## src/hw/rtl/shp_pkg.sv

```systemverilog
// ----------------------------------------------------------------------------
// shp_pkg
// Shared types and constants of the syslog header parser: byte classes,
// queue word layout, field tags, status codes and parser phases.
// ----------------------------------------------------------------------------
package shp_pkg;

    localparam int DATE_LENGTH = 15;
    localparam int MAX_LENGTH  = 1024;
    localparam int POS_W       = 11;
    localparam int PRI_W       = 10;
    localparam int DCNT_W      = 5;
    localparam int QUEUE_DEPTH = 4;
    localparam int QPTR_W      = $clog2(QUEUE_DEPTH);
    localparam int QCNT_W      = $clog2(QUEUE_DEPTH + 1);

    localparam logic [POS_W-1:0]  POS_LIMIT = POS_W'(MAX_LENGTH);
    localparam logic [POS_W-1:0]  POS_SAT   = {POS_W{1'b1}};
    localparam logic [DCNT_W-1:0] DATE_LAST = DCNT_W'(DATE_LENGTH);

    localparam logic [7:0] CH_OPEN  = 8'h3C;
    localparam logic [7:0] CH_CLOSE = 8'h3E;
    localparam logic [7:0] CH_SPACE = 8'h20;
    localparam logic [7:0] CH_NUL   = 8'h00;
    localparam logic [7:0] CH_ZERO  = 8'h30;
    localparam logic [7:0] CH_NINE  = 8'h39;

    typedef enum logic [2:0] {
        TAG_NONE = 3'd0,
        TAG_PRI  = 3'd1,
        TAG_DATE = 3'd2,
        TAG_HOST = 3'd3,
        TAG_BODY = 3'd4
    } tag_t;

    typedef enum logic [2:0] {
        ST_RUN         = 3'd0,
        ST_OK          = 3'd1,
        ST_NO_OPEN     = 3'd2,
        ST_BAD_PRI     = 3'd3,
        ST_NO_HOST_END = 3'd4,
        ST_NO_BODY_END = 3'd5
    } status_t;

    typedef enum logic [5:0] {
        PH_IDLE = 6'b000001,
        PH_PRI  = 6'b000010,
        PH_DATE = 6'b000100,
        PH_SEP  = 6'b001000,
        PH_HOST = 6'b010000,
        PH_BODY = 6'b100000
    } phase_t;

    typedef struct packed {
        logic [7:0] data;
        logic       start;
        logic       is_open;
        logic       is_close;
        logic       is_space;
        logic       is_nul;
        logic       is_digit;
        logic [3:0] digit;
    } item_t;

endpackage

```

## src/hw/rtl/shp_front.sv

```systemverilog
// ----------------------------------------------------------------------------
// shp_front
// Front end: classifies each incoming byte and packs it into a queue word.
// ----------------------------------------------------------------------------
module shp_front
(
    input  logic          [7:0] byte_in,
    input  logic                start_req,
    output shp_pkg::item_t      item
);
    import shp_pkg::*;

    logic [3:0] offset;

    assign offset = byte_in[3:0] - CH_ZERO[3:0];

    always_comb
    begin
        item.data     = byte_in;
        item.start    = start_req;
        item.is_open  = (byte_in == CH_OPEN);
        item.is_close = (byte_in == CH_CLOSE);
        item.is_space = (byte_in == CH_SPACE);
        item.is_nul   = (byte_in == CH_NUL);
        item.is_digit = (byte_in >= CH_ZERO) && (byte_in <= CH_NINE);
        item.digit    = offset;
    end

endmodule

```

## src/hw/rtl/shp_fifo.sv

```systemverilog
// ----------------------------------------------------------------------------
// shp_fifo
// Short queue of classified words between front end and parser.
// ----------------------------------------------------------------------------
module shp_fifo
(
    input  logic           clk,
    input  logic           rst_n,
    input  logic           wr_en,
    input  shp_pkg::item_t wr_word,
    output logic           full,
    input  logic           rd_en,
    output logic           valid,
    output shp_pkg::item_t rd_word
);
    import shp_pkg::*;

    item_t             mem [QUEUE_DEPTH];
    logic [QPTR_W-1:0] wr_ptr_reg;
    logic [QPTR_W-1:0] wr_ptr_next;
    logic [QPTR_W-1:0] rd_ptr_reg;
    logic [QPTR_W-1:0] rd_ptr_next;
    logic [QCNT_W-1:0] count_reg;
    logic [QCNT_W-1:0] count_next;
    logic              do_wr;
    logic              do_rd;

    assign full    = (count_reg == QCNT_W'(QUEUE_DEPTH));
    assign valid   = (count_reg != '0);
    assign do_wr   = wr_en && !full;
    assign do_rd   = rd_en && valid;
    assign rd_word = mem[rd_ptr_reg];

    always_comb
    begin
        wr_ptr_next = do_wr ? wr_ptr_reg + 1'b1 : wr_ptr_reg;
        rd_ptr_next = do_rd ? rd_ptr_reg + 1'b1 : rd_ptr_reg;
        count_next  = count_reg;
        if (do_wr && !do_rd)
        begin
            count_next = count_reg + 1'b1;
        end
        else if (!do_wr && do_rd)
        begin
            count_next = count_reg - 1'b1;
        end
    end

    always_ff @(posedge clk)
    begin
        if (do_wr)
        begin
            mem[wr_ptr_reg] <= wr_word;
        end
    end

    always_ff @(posedge clk or negedge rst_n)
    begin
        if (!rst_n)
        begin
            wr_ptr_reg <= '0;
            rd_ptr_reg <= '0;
            count_reg  <= '0;
        end
        else
        begin
            wr_ptr_reg <= wr_ptr_next;
            rd_ptr_reg <= rd_ptr_next;
            count_reg  <= count_next;
        end
    end

`ifndef SYNTH
    a_count_bound: assert property (@(posedge clk) disable iff (!rst_n)
        count_reg <= QCNT_W'(QUEUE_DEPTH))
        else $error("queue count beyond depth");
    a_ptr_gap: assert property (@(posedge clk) disable iff (!rst_n)
        (count_reg != QCNT_W'(QUEUE_DEPTH)) |->
        (QPTR_W'(wr_ptr_reg - rd_ptr_reg) == QPTR_W'(count_reg)))
        else $error("queue pointers disagree with count");
    a_full_hold: assert property (@(posedge clk) disable iff (!rst_n)
        (full && !rd_en) |=> (count_reg == $past(count_reg)))
        else $error("queue count moved while full and not read");
`endif

endmodule

```

## src/hw/rtl/shp_back.sv

```systemverilog
// ----------------------------------------------------------------------------
// shp_back
// Back end: phase tracker that tags each word, reports the datagram end,
// and holds the result in an output register.
// ----------------------------------------------------------------------------
module shp_back
(
    input  logic           clk,
    input  logic           rst_n,
    input  logic           in_valid,
    input  shp_pkg::item_t in_word,
    output logic           in_take,
    input  logic           pop,
    output logic           empty,
    output logic     [2:0] field_tag,
    output logic     [7:0] data_byte,
    output logic           done_res,
    output logic     [2:0] status,
    output logic     [6:0] facility,
    output logic     [2:0] severity
);
    import shp_pkg::*;

    phase_t            phase_reg;
    phase_t            phase_next;
    logic [POS_W-1:0]  pos_reg;
    logic [POS_W-1:0]  pos_next;
    logic [PRI_W-1:0]  pri_reg;
    logic [PRI_W-1:0]  pri_next;
    logic              stop_reg;
    logic              stop_next;
    logic [DCNT_W-1:0] dcnt_reg;
    logic [DCNT_W-1:0] dcnt_next;
    logic [DCNT_W-1:0] dcnt_inc;
    logic [PRI_W-1:0]  pri_acc;
    logic [POS_W-1:0]  pos_inc;

    tag_t              tag_c;
    status_t           st_c;

    logic              out_valid_reg;
    tag_t              tag_reg;
    logic [7:0]        byte_reg;
    status_t           st_reg;
    logic [6:0]        fac_reg;
    logic [2:0]        sev_reg;

    assign in_take  = in_valid && (!out_valid_reg || pop);
    assign dcnt_inc = dcnt_reg + 1'b1;
    assign pri_acc  = {pri_reg[PRI_W-4:0], 3'b000} + {pri_reg[PRI_W-2:0], 1'b0}
                    + {{(PRI_W-4){1'b0}}, in_word.digit};
    assign pos_inc  = (pos_reg != POS_SAT) ? pos_reg + 1'b1 : pos_reg;

    always_comb
    begin
        phase_next = phase_reg;
        pos_next   = pos_reg;
        pri_next   = pri_reg;
        stop_next  = stop_reg;
        dcnt_next  = dcnt_reg;
        tag_c      = TAG_NONE;
        st_c       = ST_RUN;

        if (in_word.start)
        begin
            pos_next   = POS_W'(1);
            pri_next   = '0;
            stop_next  = 1'b0;
            dcnt_next  = '0;
            phase_next = PH_PRI;
            if (!in_word.is_open)
            begin
                st_c = ST_NO_OPEN;
            end
        end
        else if (phase_reg != PH_IDLE)
        begin
            pos_next = pos_inc;
            case (phase_reg)
                PH_PRI:
                begin
                    if (pos_reg >= POS_W'(2) && in_word.is_close)
                    begin
                        phase_next = PH_DATE;
                        dcnt_next  = '0;
                    end
                    else if (pos_reg >= POS_W'(4))
                    begin
                        st_c = ST_BAD_PRI;
                    end
                    else
                    begin
                        if (!stop_reg && in_word.is_digit)
                        begin
                            pri_next = pri_acc;
                        end
                        else
                        begin
                            stop_next = 1'b1;
                        end
                        tag_c = TAG_PRI;
                    end
                end
                PH_DATE:
                begin
                    dcnt_next = dcnt_inc;
                    if (dcnt_inc >= DATE_LAST)
                    begin
                        phase_next = PH_SEP;
                    end
                    tag_c = TAG_DATE;
                end
                PH_SEP:
                begin
                    phase_next = PH_HOST;
                end
                PH_HOST:
                begin
                    if (pos_reg > POS_LIMIT)
                    begin
                        st_c = ST_NO_HOST_END;
                    end
                    else if (in_word.is_space)
                    begin
                        if (pos_reg >= POS_LIMIT)
                        begin
                            st_c = ST_NO_BODY_END;
                        end
                        else
                        begin
                            phase_next = PH_BODY;
                        end
                    end
                    else if (in_word.is_nul || pos_reg == POS_LIMIT)
                    begin
                        st_c = ST_NO_HOST_END;
                    end
                    else
                    begin
                        tag_c = TAG_HOST;
                    end
                end
                PH_BODY:
                begin
                    if (in_word.is_nul && pos_reg <= POS_LIMIT)
                    begin
                        st_c = ST_OK;
                    end
                    else if (pos_reg >= POS_LIMIT)
                    begin
                        st_c = ST_NO_BODY_END;
                    end
                    else
                    begin
                        tag_c = TAG_BODY;
                    end
                end
                default:
                begin
                    phase_next = PH_IDLE;
                end
            endcase
        end

        if (st_c != ST_RUN)
        begin
            phase_next = PH_IDLE;
        end
    end

    always_ff @(posedge clk or negedge rst_n)
    begin
        if (!rst_n)
        begin
            phase_reg     <= PH_IDLE;
            pos_reg       <= '0;
            pri_reg       <= '0;
            stop_reg      <= 1'b0;
            dcnt_reg      <= '0;
            out_valid_reg <= 1'b0;
        end
        else
        begin
            if (in_take)
            begin
                phase_reg <= phase_next;
                pos_reg   <= pos_next;
                pri_reg   <= pri_next;
                stop_reg  <= stop_next;
                dcnt_reg  <= dcnt_next;
            end
            if (in_take)
            begin
                out_valid_reg <= 1'b1;
            end
            else if (pop)
            begin
                out_valid_reg <= 1'b0;
            end
        end
    end

    always_ff @(posedge clk)
    begin
        if (in_take)
        begin
            tag_reg  <= tag_c;
            byte_reg <= in_word.data;
            st_reg   <= st_c;
            fac_reg  <= (st_c == ST_OK) ? pri_next[PRI_W-1:3] : 7'd0;
            sev_reg  <= (st_c == ST_OK) ? pri_next[2:0] : 3'd0;
        end
    end

    assign empty     = !out_valid_reg;
    assign field_tag = tag_reg;
    assign data_byte = byte_reg;
    assign done_res  = (st_reg != ST_RUN);
    assign status    = st_reg;
    assign facility  = fac_reg;
    assign severity  = sev_reg;

`ifndef SYNTH
    a_phase_onehot: assert property (@(posedge clk) disable iff (!rst_n)
        $onehot(phase_reg))
        else $error("phase register not one-hot");
    a_done_idles: assert property (@(posedge clk) disable iff (!rst_n)
        (in_take && st_c != ST_RUN) |=> (phase_reg == PH_IDLE))
        else $error("parser not idle after a report");
    a_prio_ok_only: assert property (@(posedge clk) disable iff (!rst_n)
        (out_valid_reg && (fac_reg != 7'd0 || sev_reg != 3'd0)) |-> (st_reg == ST_OK))
        else $error("priority reported without ok status");
    a_tag_running: assert property (@(posedge clk) disable iff (!rst_n)
        (out_valid_reg && st_reg != ST_RUN) |-> (tag_reg == TAG_NONE))
        else $error("tagged byte on a report");
`endif

endmodule

```

## src/hw/rtl/syslog_header_parser_core.sv

```systemverilog
// ----------------------------------------------------------------------------
// syslog_header_parser_core
// Streaming syslog header tagger: classify, queue, track phase, report.
//
//   channel  | handshake     | payload
//   ---------+---------------+----------------------------------------------
//   in       | push / full   | byte_in, start_req
//   out      | pop / empty   | field_tag, data_byte, done_res, status,
//            |               | facility, severity
//
// One word per cycle sustained while pop keeps up; every byte yields one result word.
// From push to visible result a byte passes the queue, then the output register.
// The phase tracker takes a queued word whenever the output register is free
// or being popped; the four-entry queue keeps push open while pop stalls, until it fills.
// Reset clears the queue and returns the tracker to idle; no clearing pass.
// ----------------------------------------------------------------------------
module syslog_header_parser_core
(
    input  logic       clk,
    input  logic       rst_n,
    input  logic       push,
    output logic       full,
    input  logic [7:0] byte_in,
    input  logic       start_req,
    output logic       empty,
    input  logic       pop,
    output logic [2:0] field_tag,
    output logic [7:0] data_byte,
    output logic       done_res,
    output logic [2:0] status,
    output logic [6:0] facility,
    output logic [2:0] severity
);
    import shp_pkg::*;

    item_t front_word;
    item_t queue_word;
    logic  queue_valid;
    logic  queue_take;

    shp_front u_front
    (
        .byte_in   (byte_in),
        .start_req (start_req),
        .item      (front_word)
    );

    shp_fifo u_fifo
    (
        .clk     (clk),
        .rst_n   (rst_n),
        .wr_en   (push),
        .wr_word (front_word),
        .full    (full),
        .rd_en   (queue_take),
        .valid   (queue_valid),
        .rd_word (queue_word)
    );

    shp_back u_back
    (
        .clk       (clk),
        .rst_n     (rst_n),
        .in_valid  (queue_valid),
        .in_word   (queue_word),
        .in_take   (queue_take),
        .pop       (pop),
        .empty     (empty),
        .field_tag (field_tag),
        .data_byte (data_byte),
        .done_res  (done_res),
        .status    (status),
        .facility  (facility),
        .severity  (severity)
    );

endmodule
```

## config.mk

```make
export PLATFORM = sky130hd
export DESIGN_NAME = syslog_header_parser_core
export DESIGN_NICKNAME = d
export VERILOG_FILES = /design/src/hw/rtl/shp_pkg.sv /design/src/hw/rtl/shp_front.sv /design/src/hw/rtl/shp_fifo.sv /design/src/hw/rtl/shp_back.sv /design/src/hw/rtl/syslog_header_parser_core.sv
export SDC_FILE = /design/constraint.sdc
export NUM_CORES = 1
export LEC_CHECK = 0
export BUFFER_PORTS_ARGS = -buffer_cell sky130_fd_sc_hd__buf_2
export CORE_MARGIN = 4
export CORE_UTILIZATION = 60
export DETAILED_ROUTE_END_ITERATION = 16
export HOLD_SLACK_MARGIN = 0.02
export MAX_ROUTING_LAYER = met4
export PLACE_DENSITY_LB_ADDON = 0.2
export SLEW_MARGIN = 0
export SYNTH_ARGS = -nofsm -noshare
export SYNTH_HDL_FRONTEND = slang
export SYNTH_SLANG_ARGS = --single-unit
```

## constraint.sdc

```tcl
create_clock -name clk -period 4.3 [get_ports clk]
set_clock_uncertainty 0.05 [all_clocks]
set_input_delay 0.645 -clock clk [delete_from_list [all_inputs] [get_ports clk]]
set_output_delay 0.645 -clock clk [all_outputs]
set_load 0.05 [all_outputs]
```

==> Word level (Yosys, flattened, before mapping) <==
Memory sizes are Yosys's and may differ from the RTL's.
Cells that the tools add are included.
{ "totals": {"ff_bits": 65, "latchBits": 0, "mem_bits_rw": 72, "rom_bits": 0, "input_bits": 13, "out_inout_bits": 27, "word_cells": 140, "memories": 1} }
{ "classes": {"n_addsub": 8, "multipliers": 0, "div": 0, "order_cmp": 8, "n_eq_ne": 23, "shift": 0, "mux": 53, "bitwise_logic": 1, "reduce_logical": 32} }
{ "mem_list": {"columns": ["name", "words", "word_bits", "rd", "rd_ports_with_merged_regs", "wr", "line_no", "source"], "rows": [
  ["u_fifo.mem", 4, 18, 1, 0, 1, "shp_fifo.sv:18", "item_t mem [QUEUE_DEPTH];"]
]} }
{ "op_table": {"columns": ["op", "n"], "rows": [
  ["$mux 10", 6],
  ["$mux 6", 8],
  ["$mux 3", 15],
  ["$mux 11", 3],
  ["$pmux 6 s5", 1],
  ["$eq 8x6->1 const B", 3],
  ["$mux 5", 3],
  ["$reduce_bool 3->1", 5],
  ["$pmux 3 s4", 1],
  ["$add 11x1->11 const B", 1],
  ["$eq 11x11->1 const B", 1],
  ["$ge 11x11->1 const B", 1],
  ["$ge 11x2->1 const B", 1],
  ["$ge 11x3->1 const B", 1],
  ["$gt 11x11->1 const B", 1],
  ["$le 11x11->1 const B", 1],
  ["$mux 1", 11],
  ["$ne 11x11->1 const B", 1],
  ["$add 10x10->10", 1],
  ["$add 10x4->10", 1],
  ["$pmux 5 s2", 1],
  ["$reduce_bool 2->1", 5],
  ["$logic_and 1x1->1", 9],
  ["$pmux 3 s3", 1],
  ["other kinds (30)", 43]
]} }

==> Depth between registers and ports, before layout <==
Gate-level depths: netlist of the first run.
{ "logic_depth": {"depth_word": 11, "depth_mapped": 14, "depth_no_buf": 12} }

==> Hierarchy <==
From an unflattened synthesis of the first run, not the netlist that was laid out.
{ "unflattened": {"cells_unflattened": 510, "area_unflattened_um2": 6698.9} }
{ "by_module_without_submodules": {"columns": ["module", "instances", "cells_per_inst", "area_each_um2", "seq_area_each_um2"], "rows": [
  ["shp_back", 1, 356, 3480.8, 1572.8],
  ["shp_fifo", 1, 129, 3030.4, 2337.2],
  ["shp_front", 1, 25, 187.7, 0.0]
]} }

==> Least setup slack after synthesis of the first run <==
No wires, ideal clock.
{ "synth_path": {"path_type": "reg-to-reg", "startpoint": "register u_fifo.rd_ptr_reg[0]", "endpoint": "register u_back.fac_reg[6] (netlist: u_back.facility[6]) (data pin)", "setup_ns": 0.266, "arrival_ns": 3.562, "setup_slack_ns": 0.422, "path_stages_with_launch": 13, "period_less_slack_ns": 3.878, "cell_sequence": "dfrtp_1 clkbuf_8 buf_1 mux4_2 fa_1 ha_1 a21o_1 a21oi_1 o21ai_0 a2111oi_0 nor3_1 mux2i_1 a21oi_1"} }
{ "synth_via": {"elab_chain_cells": 9, "elab_cells_between_ends": 22} }
{ "synth_rtl": {"columns": ["element", "line_no", "source"], "rows": [
  ["from (decl)", "shp_fifo.sv:21", "logic [QPTR_W-1:0] rd_ptr_reg;"],
  ["from (signal assigned)", "shp_fifo.sv:68", "rd_ptr_reg <= rd_ptr_next;"],
  ["$mem_v2 4x18 (*)", null, null],
  ["branches (longest 8 deep; another with $add 10x4->10)", null, null],
  ["to (signal assigned)", "shp_back.sv:210", "fac_reg <= (st_c == ST_OK) ? pri_next[PRI_W-1:3] : 7'd0;"],
  ["to (decl)", "shp_back.sv:45", "logic [6:0] fac_reg;"]
]} }
Every way passes the cells marked *.
A chain may end at the register's enable or synchronous reset.

==> Worst setup path after layout of the first run <==
{ "layout_path": {"startpoint": "register u_fifo.rd_ptr_reg[0]", "endpoint": "register u_back.fac_reg[5] (netlist: u_back.facility[5]) (data pin)"} }
Same word-level chain as after synthesis.

==> results of run 1 <==
## worst max-delay path, cell delays in order, from the launching register on
cell      delay, ns
dfrtp_1        0.39
buf_4          0.23
mux4_2         0.55
ha_1           0.30
ha_1           0.19
inv_1          0.06
fa_1           0.39
nor2b_1        0.17
o21ai_0        0.12
a21oi_1        0.23
o21ai_0        0.12
a21boi_0       0.34
o31a_2         0.20
nor2_1         0.04
## cell usage in the layout (no fill, tap or decap), types with 7 or more instances in the layout
cell type / count
nor4_1: 9
dfrtp_1: 40
xor2_1: 7
inv_1: 23
nand2_1: 44
nor3_1: 15
clkbuf_16: 16
inv_6: 7
mux4_2: 13
nand4_1: 7
nand3_1: 10
a21oi_1: 18
nor2_1: 35
edfxtp_1: 80
o21ai_0: 25
xnor2_1: 15
ha_1: 23
buf_2: 39
## per-layer routing
| layer | vias to the layer above | GRT usage |
|---|---|---|
| met1 | 1884 | 0.289 |
| met3 | 27 | 0.0572 |
| met4 | 0 | 0.0840 |
| met2 | 133 | 0.375 |
| met5 | - | - |
| li1 | 1804 | - |
## how the worst max path moves through the flow
stage	depth (start not counted)	start	to	slack, ns
global placement	13	u_fifo.rd_ptr_reg[0]	u_back.facility[5]	0.92
detailed placement	13	u_fifo.rd_ptr_reg[0]	u_back.facility[5]	0.72
global route	13	u_fifo.rd_ptr_reg[0]	u_back.facility[5]	0.43
finish	13	u_fifo.rd_ptr_reg[0]	u_back.facility[5]	0.65
CTS	13	u_fifo.rd_ptr_reg[0]	u_back.facility[5]	0.67
floorplan	12	u_fifo.rd_ptr_reg[0]	u_back.facility[6]	0.42
## power groups by stage
stage	Combinational [mW]	Clock, mW	Sequential, mW
2_1_floorplan	0.943	0	1.92
3_5_place_dp	1.51	0	1.71
6_report	1.53	1.38	1.70
3_3_place_gp	1.48	0	1.69
5_1_grt	1.67	1.46	1.72
4_1_cts	1.53	1.40	1.69
## layout make-up
class | count | area share
sequential | 121 | 0.512
clock inverter | 15 | 0.0241
multi-input combinational | 298 | 0.332
timing repair buffer | 43 | 0.0336
clock buffer | 17 | 0.0618
inverter | 23 | 0.0129
tap | 129 | 0.0241
## logic make-up after synthesis
family | synth area share
xor+xnor | 0.0328
flops | 0.584
compound gates | 0.0896
buf+inv | 0.0369
simple gates | 0.132
mux | 0.0650
fa+ha+maj | 0.0593
## metrics by stage
stage | total power, mW | std cells
3_5_place_dp | 3.22 | 614
5_1_grt | 4.85 | 646
2_1_floorplan | 2.86 | 460
6_report | 4.61 | 646
4_1_cts | 4.62 | 646
3_3_place_gp | 3.17 | 614
==> impl_metrics.json, run 1 <==
{
  "worst_hold_slack_ns": 0.233,
  "wl_met1_um": 5160,
  "regArea_um2": 3430,
  "clock_latency_ns": 0.52,
  "synth_common_cells": "edfxtp_1 (80), nand2_1 (44), dfrtp_1 (40)",
  "r2r-start": "u_fifo.rd_ptr_reg[0]",
  "grt_antenna_before_repair": 0,
  "synth_top_area_share": 0.409,
  "hold_viol": 0,
  "rsz0062_at_grt": "no",
  "clkTransAtPathRegs_ns": 0.06,
  "post-route-period-util": 0.849,
  "holdCritPathClass": "input port to asynchronous set/reset pin",
  "cp-start-kind": "register",
  "grt_start_max_net_pins": 42,
  "wl_um": 12000,
  "initial_core_util": 0.626,
  "wl_met3_um": 635,
  "synth_area_leaders": "edfxtp_1 (41%), dfrtp_1 (17%), mux4_2 (5.0%), ha_1 (4.9%), nand2_1 (2.8%)",
  "reg2regPathDepth": 13,
  "post_dp_cell_area_um2": 6120,
  "slew_headroom": 0.351,
  "synth-seq-cells": 121,
  "drt_iter0_drc": 316,
  "largest_reg_flops": 56,
  "wl_met2_um": 5990,
  "cts_setup_buffers": 0,
  "fin_area_um2": 6700,
  "die-area_um2": 11400,
  "synth_enable_flop_cells": 80,
  "intPower_mw": 2.87,
  "swShare": 0.378,
  "combPwrFrac": 0.332,
  "synth-main-ff-cell": "edfxtp_1",
  "cts_hold_buffers": 0,
  "grt.overflow.total": 0,
  "highest_layer": "met4",
  "setup_viol": 0,
  "via_per_inst": 5.96,
  "cts_tree": "yes",
  "track_usage": 0.233,
  "diodes": 0,
  "yosysMostFrequentCell": "edfxtp_1",
  "gp_congestion": 0.889,
  "grt_pass1_wl_um": 19900,
  "die_w_um": 107,
  "required_ns": 4.51,
  "drc": 0,
  "cp_data_arrival_time_ns": 3.85,
  "finalCriticalPeriod_ns": 3.65,
  "dr.pass1.iters": 4,
  "cts_resized": 0,
  "ant_nets": 0,
  "grt_pass1_vias": 4036,
  "cts_buffers": 17,
  "fillCellCount": 657,
  "drive_gt1_frac": 0.201,
  "num-nets-final": 543,
  "p_leak_nw": 2.64,
  "synth.avg_cell_area_um2": 12.8,
  "yosys.cell_types.count": 70,
  "numClockSinks": 121,
  "dp_slack_ns": 0.720,
  "cts_root_buf": "clkbuf_8",
  "area_growth_pct": 14.2,
  "status": "finished, final reports clean",
  "final_core_util": 0.715,
  "peakVddDrop_v": 0.000655,
  "p_clk_frac": 0.300,
  "worst_slew_pin_slew_ns": 0.974,
  "maxCapViolCount": 0,
  "synth_cells": 460,
  "rrSetupSlack_ns": 0.65,
  "wl_per_cell_um": 18.5,
  "r2r-end": "u_back.facility[5]",
  "ios": 40,
  "setup_slack_ns": 0.650,
  "synth_area_leader_cell": "edfxtp_1",
  "htree_levels": 4,
  "p_switching_mw": 1.74,
  "path_max_fanout": 9,
  "die_y_um": 107,
  "powerDensity_nw_per_um2": 688,
  "final-max-slew-violation-count": 0,
  "synth_nets": 499,
  "synth-async-reset-ratio": 0.339,
  "syn_area_um2": 5870,
  "cts_max_path_buffers": 2,
  "portBuffers": 39,
  "fin_setup_tns_ns": 0,
  "core_area_um2": 9370,
  "rows": 35,
  "p_seq_frac": 0.368,
  "crit_type": "register to register",
  "multi_input_area_um2": 2220,
  "routed-via-count": 3848,
  "synth_warnings": 0,
  "seq_area_frac_synth": 0.584,
  "crit_path_end_kind": "register",
  "achievable-frequency_mhz": 274,
  "place_hpwl_um": 7700
}
Note: power is estimated with default switching activity, not from simulation.
==> run 2: changes to the inputs <==
==> constraint.sdc (replaced) <==
create_clock -name clk -period 3.4 [get_ports clk]
set_clock_uncertainty 0.05 [all_clocks]
set_input_delay 0.51 -clock clk [delete_from_list [all_inputs] [get_ports clk]]
set_output_delay 0.51 -clock clk [all_outputs]
set_load 0.05 [all_outputs]
==> run 2 against run 1 <==
Net effect:
- flip-flop and latch count stayed put
- critical endpoint is now u_back.facility[6]
- register-to-register slack lost 0.52 ns
- final area increased by 2.2%
- count of clock-buffer cells in the layout increased by 1
==> impl_metrics.json, run 2 (synthesis gave the netlist of run 1 again) <==
{
  "setup_viol": 0,
  "crit_path_end_kind": "register",
  "multi_input_area_um2": 2270,
  "drive_gt1_frac": 0.231,
  "worst_slew_pin_slew_ns": 1.01,
  "maxCapViolCount": 0,
  "track_usage": 0.236,
  "crit_type": "register to register",
  "rrSetupSlack_ns": 0.13,
  "grt_pass1_wl_um": 20200,
  "post-route-period-util": 0.961,
  "numClockSinks": 121,
  "cts_max_path_buffers": 2,
  "place_hpwl_um": 7820,
  "portBuffers": 39,
  "rsz0062_at_grt": "yes",
  "achievable-frequency_mhz": 306,
  "dp_slack_ns": 0.0235,
  "p_leak_nw": 2.72,
  "max_stage_delay_ns": 0.56,
  "die_y_um": 107,
  "final-max-slew-violation-count": 0,
  "post_dp_cell_area_um2": 6200,
  "cp-start-kind": "register",
  "num-nets-final": 554,
  "grt_pass1_vias": 4068,
  "powerDensity_nw_per_um2": 867,
  "wl_per_cell_um": 18.3,
  "finalCriticalPeriod_ns": 3.27,
  "cts_buffers": 17,
  "peakVddDrop_v": 0.000600,
  "ant_nets": 0,
  "wl_um": 12000,
  "slew_headroom": 0.325,
  "worst_hold_slack_ns": 0.116,
  "cts_root_buf": "clkbuf_8",
  "initial_core_util": 0.626,
  "rows": 35,
  "largest_reg_flops": 56,
  "core_area_um2": 9370,
  "ios": 40,
  "die_w_um": 107,
  "cp_data_arrival_time_ns": 3.48,
  "diodes": 0,
  "area_growth_pct": 16.7,
  "gp_congestion": 0.882,
  "path_max_fanout": 2,
  "grt_start_max_net_pins": 42,
  "fillCellCount": 639,
  "drt_iter0_drc": 274,
  "cts_tree": "yes",
  "grt_antenna_before_repair": 0,
  "final_common_cell": "edfxtp_1",
  "clkTransAtPathRegs_ns": 0.06,
  "routed-via-count": 3892,
  "critPathSlowestCell": "mux4_2",
  "fin_area_um2": 6850,
  "setup_slack_ns": 0.133,
  "htree_levels": 4,
  "dr.pass1.iters": 5,
  "clock_latency_ns": 0.52,
  "status": "finished, final reports clean",
  "path_cells": "mux4_2 > fa_1 > ha_1 > a21o_1 > a21oi_2 > o21ai_2 > a2111oi_4 > nor3_1 > mux2i_1 > a21oi_1",
  "hold_viol": 0,
  "holdCritPathClass": "input port to asynchronous set/reset pin",
  "layout_common_cells": "edfxtp_1 (80), nand2_1 (43), dfrtp_1 (40)",
  "grt.overflow.total": 0,
  "drc": 0,
  "power.total_mw": 5.94,
  "final_core_util": 0.731,
  "regArea_um2": 3430,
  "required_ns": 3.61,
  "die-area_um2": 11400,
  "via_per_inst": 5.92
}
-- run 2: changes by cell type in the layout (fill, tap and decap cells not counted), moves of 3 or more --
cell / before / now
inv_8: 0 / 5
clkinv_2: 3 / 0
o21ai_0: 25 / 22
inv_6: 7 / 4
buf_4: 4 / 14
-- run 2: metrics by stage --
stage	setup TNS (ns)	instances
global placement	0	624
CTS	0	656
finish	0	657
global route	-0.0347	657
floorplan	0	460
detailed placement	0	624
-- run 2: layout make-up --
class | instances | share of cell area
Clock buffer | 18 | 0.0610
Clock inverter | 14 | 0.0258
Inverter | 23 | 0.0126
Multi-Input combinational cell | 298 | 0.331
Sequential cell | 121 | 0.501
Tap cell | 129 | 0.0236
Timing Repair Buffer | 54 | 0.0455
-- run 2: final timing paths --
| path | cells after the start | endpoint | from |
|---|---|---|---|
| worst max-delay path | 10 | u_back.facility[6] | u_fifo.rd_ptr_reg[0] |
| worst min-delay path | 1 | u_back.pri_reg[2] | rst_n |
| worst max register to register | 10 | u_back.facility[6] | u_fifo.rd_ptr_reg[0] |
| worst min register to register | 1 | u_fifo.count_reg[2] | u_fifo.count_reg[2] |
| max in group asynchronous | 1 | u_fifo.count_reg[1] | rst_n |
| min in group clk | 2 | u_back.out_valid_reg | pop |
-- run 2: report_power, final --
group	leakage [nW]	total (mW)	switching, mW	internal (mW)
sequential	1.33	2.13	0.182	1.95
combinational	1.10	2.02	1.34	0.678
clock	0.291	1.80	0.717	1.08
total	2.72	5.94	2.24	3.70
-- run 2: per-layer routing --
layer,part of all wire,up-vias,global-route usage
met5,0,-,-
li1,-,1823,-
met4,0.018,0,0.0858
met3,0.059,23,0.0626
met2,0.50,138,0.375
met1,0.42,1908,0.295
-- run 2: critical path: cells and delay by family, from the launching register on --
kind	cells	cell delay [ns]
flip-flops	1	0.40
AO/OA/AOI/OAI	5	0.89
AND/OR/NAND/NOR	1	0.10
adder cells (fa/ha/maj)	2	0.82
multiplexers	2	0.76
-- run 2: repair_timing --
action	4_1_cts	5_1_grt
endpoints found under the setup margin	1	15
gates resized for setup	1	12
pin swaps	0	4
buffers inserted	0	1
hold endpoints to repair	0	0
hold buffers	0	0
